===== config.mk =====
export PLATFORM = sky130hd
export DESIGN_NAME = pto_ctrl
export DESIGN_NICKNAME = d
export VERILOG_FILES = /design/src/rtl/pto_pkg.sv /design/src/rtl/pto_ctrl.sv
export SDC_FILE = /design/constraint.sdc
export NUM_CORES = 1
export LEC_CHECK = 0
export ABC_AREA = 1
export BUFFER_PORTS_ARGS = -buffer_cell sky130_fd_sc_hd__buf_2
export CORE_AREA = 2 2 41 43
export DETAILED_ROUTE_END_ITERATION = 8
export DIE_AREA = 0 0 43 45
export PLACE_DENSITY = 0.76
export SKIP_LAST_GASP = 1
export SYNTH_ARGS = -nofsm -noshare
export SYNTH_HDL_FRONTEND = slang
export SYNTH_SLANG_ARGS = --single-unit

===== constraint.sdc =====
create_clock -name clock -period 3.4 [get_ports clock]
set_clock_uncertainty 0.1 [all_clocks]
set_input_delay 0.17 -clock clock [delete_from_list [all_inputs] [get_ports clock]]
set_output_delay 0.17 -clock clock [all_outputs]
set_load 0.03 [all_outputs]

===== src/rtl/pto_pkg.sv =====
`timescale 1ns / 1ps
// shared constants, codes and control structs for the order book
// no dependencies
package pto_pkg;

   localparam int ORDER_SLOTS_DEF = 64;
   localparam int PRICE_BITS_DEF  = 32;
   localparam int QTY_BITS_DEF    = 32;

   localparam int FIELD_W = 32;
   localparam int COUNT_W = 7;
   localparam int ARR_W   = 32;

   // request commands
   localparam logic [2:0] CMD_ADD       = 3'd0;
   localparam logic [2:0] CMD_CANCEL    = 3'd1;
   localparam logic [2:0] CMD_SWEEP_BID = 3'd2;
   localparam logic [2:0] CMD_SWEEP_ASK = 3'd3;
   localparam logic [2:0] CMD_DEPTH     = 3'd4;

   // result kinds
   localparam logic [2:0] KIND_ADD_OK  = 3'd0;
   localparam logic [2:0] KIND_ADD_REJ = 3'd1;
   localparam logic [2:0] KIND_CANCEL  = 3'd2;
   localparam logic [2:0] KIND_FILL    = 3'd3;
   localparam logic [2:0] KIND_DEPTH   = 3'd4;
   localparam logic [2:0] KIND_EMPTY   = 3'd5;

   // slot scan flavors
   localparam logic [2:0] SCAN_ADD    = 3'd0;
   localparam logic [2:0] SCAN_CANCEL = 3'd1;
   localparam logic [2:0] SCAN_SWEEP  = 3'd2;
   localparam logic [2:0] SCAN_DEPTH  = 3'd3;
   localparam logic [2:0] SCAN_BEST   = 3'd4;

   // result-producing actions
   localparam logic [2:0] ACT_NONE   = 3'd0;
   localparam logic [2:0] ACT_ADD    = 3'd1;
   localparam logic [2:0] ACT_CANCEL = 3'd2;
   localparam logic [2:0] ACT_FILL   = 3'd3;
   localparam logic [2:0] ACT_DEPTH  = 3'd4;
   localparam logic [2:0] ACT_EMPTY  = 3'd5;

   typedef struct packed {
      logic       capture;
      logic       scan_start;
      logic [2:0] scan_mode;
      logic [2:0] act;
      logic       rd_issue;
      logic       out_load;
   } pto_cmd_type;

   typedef struct packed {
      logic [2:0] cmd;
      logic       scan_done;
      logic       hit;
      logic       want_zero;
      logic       n_zero;
      logic       n_full;
      logic       lvl_done;
      logic       emit_last;
      logic       out_free;
   } pto_sts_type;

   typedef struct packed {
      logic [2:0]         kind;
      logic [FIELD_W-1:0] oid;
      logic [FIELD_W-1:0] cid;
      logic [FIELD_W-1:0] price;
      logic [FIELD_W-1:0] qty;
      logic [COUNT_W-1:0] count;
      logic               found;
   } pto_res_type;

endpackage


===== src/rtl/pto_ctrl.sv =====
`timescale 1ns / 1ps
// sequencer for the order book: runs slot scans, actions and result beats
// depends on pto_pkg
module pto_ctrl (
   input  logic                 clock,
   input  logic                 reset,
   input  logic                 req_valid,
   output logic                 req_stall,
   input  pto_pkg::pto_sts_type sts,
   output pto_pkg::pto_cmd_type ctl
);

   localparam logic [3:0] S_IDLE      = 4'd0;
   localparam logic [3:0] S_DISP      = 4'd1;
   localparam logic [3:0] S_ADD_SCAN  = 4'd2;
   localparam logic [3:0] S_ADD_FIN   = 4'd3;
   localparam logic [3:0] S_CAN_SCAN  = 4'd4;
   localparam logic [3:0] S_CAN_FIN   = 4'd5;
   localparam logic [3:0] S_SW_CHK    = 4'd6;
   localparam logic [3:0] S_SW_SCAN   = 4'd7;
   localparam logic [3:0] S_SW_FILL   = 4'd8;
   localparam logic [3:0] S_DP_CHK    = 4'd9;
   localparam logic [3:0] S_DP_SCAN   = 4'd10;
   localparam logic [3:0] S_DP_PUSH   = 4'd11;
   localparam logic [3:0] S_BEST      = 4'd12;
   localparam logic [3:0] S_BEST_SCAN = 4'd13;
   localparam logic [3:0] S_EM_RD     = 4'd14;
   localparam logic [3:0] S_EM_LD     = 4'd15;

   logic [3:0] state_ff;
   logic [3:0] state_in;

   assign req_stall = (state_ff != S_IDLE);

   always_comb begin
      state_in       = state_ff;
      ctl            = '0;
      ctl.scan_mode  = pto_pkg::SCAN_ADD;
      ctl.act        = pto_pkg::ACT_NONE;
      unique case (state_ff)
         S_IDLE: begin
            if (req_valid) begin
               ctl.capture = 1'b1;
               state_in    = S_DISP;
            end
         end
         S_DISP: begin
            unique case (sts.cmd)
               pto_pkg::CMD_ADD: begin
                  ctl.scan_start = 1'b1;
                  ctl.scan_mode  = pto_pkg::SCAN_ADD;
                  state_in       = S_ADD_SCAN;
               end
               pto_pkg::CMD_CANCEL: begin
                  ctl.scan_start = 1'b1;
                  ctl.scan_mode  = pto_pkg::SCAN_CANCEL;
                  state_in       = S_CAN_SCAN;
               end
               pto_pkg::CMD_SWEEP_BID, pto_pkg::CMD_SWEEP_ASK: state_in = S_SW_CHK;
               pto_pkg::CMD_DEPTH: state_in = S_DP_CHK;
               default: begin
                  ctl.act  = pto_pkg::ACT_EMPTY;
                  state_in = S_BEST;
               end
            endcase
         end
         S_ADD_SCAN: if (sts.scan_done) state_in = S_ADD_FIN;
         S_ADD_FIN: begin
            ctl.act  = pto_pkg::ACT_ADD;
            state_in = S_BEST;
         end
         S_CAN_SCAN: if (sts.scan_done) state_in = S_CAN_FIN;
         S_CAN_FIN: begin
            ctl.act  = pto_pkg::ACT_CANCEL;
            state_in = S_BEST;
         end
         S_SW_CHK: begin
            if (sts.want_zero || sts.n_full) begin
               if (sts.n_zero) ctl.act = pto_pkg::ACT_EMPTY;
               state_in = S_BEST;
            end else begin
               ctl.scan_start = 1'b1;
               ctl.scan_mode  = pto_pkg::SCAN_SWEEP;
               state_in       = S_SW_SCAN;
            end
         end
         S_SW_SCAN: if (sts.scan_done) state_in = S_SW_FILL;
         S_SW_FILL: begin
            if (sts.hit) begin
               ctl.act  = pto_pkg::ACT_FILL;
               state_in = S_SW_CHK;
            end else begin
               if (sts.n_zero) ctl.act = pto_pkg::ACT_EMPTY;
               state_in = S_BEST;
            end
         end
         S_DP_CHK: begin
            if (sts.lvl_done || sts.n_full) begin
               if (sts.n_zero) ctl.act = pto_pkg::ACT_EMPTY;
               state_in = S_BEST;
            end else begin
               ctl.scan_start = 1'b1;
               ctl.scan_mode  = pto_pkg::SCAN_DEPTH;
               state_in       = S_DP_SCAN;
            end
         end
         S_DP_SCAN: if (sts.scan_done) state_in = S_DP_PUSH;
         S_DP_PUSH: begin
            if (sts.hit) begin
               ctl.act  = pto_pkg::ACT_DEPTH;
               state_in = S_DP_CHK;
            end else begin
               if (sts.n_zero) ctl.act = pto_pkg::ACT_EMPTY;
               state_in = S_BEST;
            end
         end
         S_BEST: begin
            ctl.scan_start = 1'b1;
            ctl.scan_mode  = pto_pkg::SCAN_BEST;
            state_in       = S_BEST_SCAN;
         end
         S_BEST_SCAN: if (sts.scan_done) state_in = S_EM_RD;
         S_EM_RD: begin
            ctl.rd_issue = 1'b1;
            state_in     = S_EM_LD;
         end
         S_EM_LD: begin
            if (sts.out_free) begin
               ctl.out_load = 1'b1;
               state_in     = sts.emit_last ? S_IDLE : S_EM_RD;
            end
         end
         default: state_in = S_IDLE;
      endcase
   end

   always_ff @(posedge clock) begin
      if (reset) state_ff <= S_IDLE;
      else       state_ff <= state_in;
   end

endmodule


==> results.md <==
- Cells after Synth: 123
- Layout area overhead: 23.8%
- Logic gate share of total power: 71.8%
- Die X: 43 um
- Cell Area, Synth: 619 um2
- Yosys top cell by area: nand2_1
- Biggest regs: state_ff x4
- Ys Warns: 0
- IO buf count: 24
- Reg2Reg Depth: 8
- Initial Utilization: 42.1%
- Yosys top cell area share: 23.6%
- Distinct cell type count after synthesis: 20
- Vias in the first global route: 721
- Pint: 0.236 mW
- Critical Path RT: 3.13 ns
- GRT overflow: 0
- Ant. Diodes: 0
- Fin nets: 164
- Max reg flops: 4
- Post-route antenna net violation count: 0
- GP Congestion: 0.904
- Critical path type: flop to output pin
- Critical path arrival: 1.81 ns
- Fmax: 481 MHz
- Max-Cap Viols: 0
- Clock-pin slew on the worst setup and hold paths: 0.04 ns
- Wire length on met3: 145 um
- Net count after synthesis: 137
- Hold-fix buffers, CTS: 0
- Uppermost layer routed: met4
- # DRC: 0
- Worst-path fanout max: 8
- Clock power frac: 10.1%
- Setup-failing EPs final: 0
- FF+latch count, synth: 4
- Switching Power: 0.355 mW
- # fillers: 167
- Power per standard cell area: 771 nW/um2
- Reg with most FFs: state_ff
- Setup WS pre-CTS: 1.58 ns
- Clk buf depth: 2
- Final Hold Vio Count: 0
- Die H: 45 um
- Sequential Power Share: 18.1%
- Initial detailed-routing violation count: 16
- Ports: 25
- First-pass GRT wire length: 2910 um
- HP Class: input port to flop
- CP top delay family: simple AND/OR/NAND/NOR gates
- Pin count of the biggest net entering global routing: 11
- Reg area: 80.1 um2
- Peak supply drop: 287 uV
- DPL Wire Length: 1340 um
- Final WS setup: 1.32 ns
- Clock Latency Late Sink: 0.24 ns
- Post-synth EDFFs: 0
- CP bufs+invs: 2
- H-tree levels: 1
- Initial antenna violation count: 0
- GR Util All Layers: 19.2%
- Final min period: 2.08 ns
- Startpoint types: flop
- CTS tree: yes
- Top-count cell post-synth: nand2_1
- Min Hold Slack: 0.0359 ns
- Area occupied by multi-input gates: 460 um2
- Post-CTS setup buffers: 0
- Worst Max-Slew Pin Slew: 0.396 ns
- Clock buffer count from CTS: 3
- Hold Path Stages: 2
- Leakage: 0.460 nW
- Part of the cycle the worst path needs: 61.1%
- Syn Area/Cell: 5.04 um2
- Max-slew violation count: 0
- # resized after CTS: 0
- Synth top cells by count: nand2_1, nor2_1, inv_1
- Net Sw Frac: 60.0%
- Fin Setup TNS: 0 ns
- M1 WL: 743 um
- Routed vias: 853
- Routed WL: 1650 um
- Routed wire per std cell: 10.0 um
- Drt pass-1 iters: 4
- Critical path endpoint category: output pin
- Main flop type after synthesis: dfxtp_1
- Die area: 1940 um2
- WL met2: 738 um
- Sequential area share after synthesis: 12.9%
- Async SR Flop Fraction: 0%
- Largest cells by area after synthesis: nand2_1, nor2_1, dfxtp_1, inv_1, nand3_1
- Worst path max stage delay: 0.48 ns
- CP Depth: 6
- Critical path's slowest cell: dfxtp_1
- # rows: 14
- Via density: 5.20
- Core Box Area: 1470 um2
- Worst slew margin: 73.6%
- Status: finished, final reports clean
- Sink Count: 4
- Layout cells sized above 1: 25.0%
- RSZ-0062 raised after global routing: false
- Crit-path cells: inv_2 > nor2_4 > nand2_1 > or3_1 > o21ai_2 > buf_2
- CTS Root Cell: clkbuf_4
==> final timing paths <==
kind | from | end | slack (ns)
worst min register to register | state_ff[2] | state_ff[2] | 0.46
worst max-delay path | state_ff[0] | ctl[5] | 1.32
worst min-delay path | reset | state_ff[1] | 0.04
worst max register to register | state_ff[1] | state_ff[1] | 1.80
==> cell usage in the layout (no fill, tap or decap), types with 2 or more instances in the layout <==
cell type	n
a21oi_1	6
buf_2	24
clkbuf_4	3
dfxtp_1	4
inv_1	16
nand2_1	39
nand3_1	10
nand4_1	3
nor2_1	24
nor2_2	3
nor3_1	2
o21ai_0	4
o21ai_2	2
==> stage by stage <==
step	power (mW)	cells	cell area, um2	util (%)
finish	0.591	164	767	52.1
global route	0.648	164	767	52.1
CTS	0.589	164	767	52.1
detailed placement	0.528	161	744	50.6
global placement	0.524	161	744	50.6
floorplan	0.439	123	619	-
==> routing by layer <==
metal  GRT usage, %  vias to the layer above
met4           4.85                        0
met3           4.00                        6
met5              0                        -
met2           32.7                       57
li1               -                      443
met1           25.1                      347
==> cell type report <==
cell class	count	share of cell area, %
Timing Repair Buffer	24	15.7
Sequential cell	4	10.4
Clock buffer	3	2.94
Inverter	17	8.32
Multi-Input combinational cell	100	60.0
Tap cell	16	2.61
==> power groups by stage <==
stage / logic (mW) / registers [mW] / clock network, mW
floorplan: 0.361 / 0.0783 / 0
global placement: 0.421 / 0.103 / 0
detailed placement: 0.423 / 0.105 / 0
CTS: 0.423 / 0.105 / 0.0608
global route: 0.474 / 0.109 / 0.0642
finish: 0.424 / 0.107 / 0.0597
==> cells by family after synthesis <==
| group | share of synthesized area [%] |
|---|---|
| compound gates | 13.1 |
| buf+inv | 12.7 |
| flops | 12.9 |
| simple gates | 61.2 |
Power figures use the tool's default switching activity.
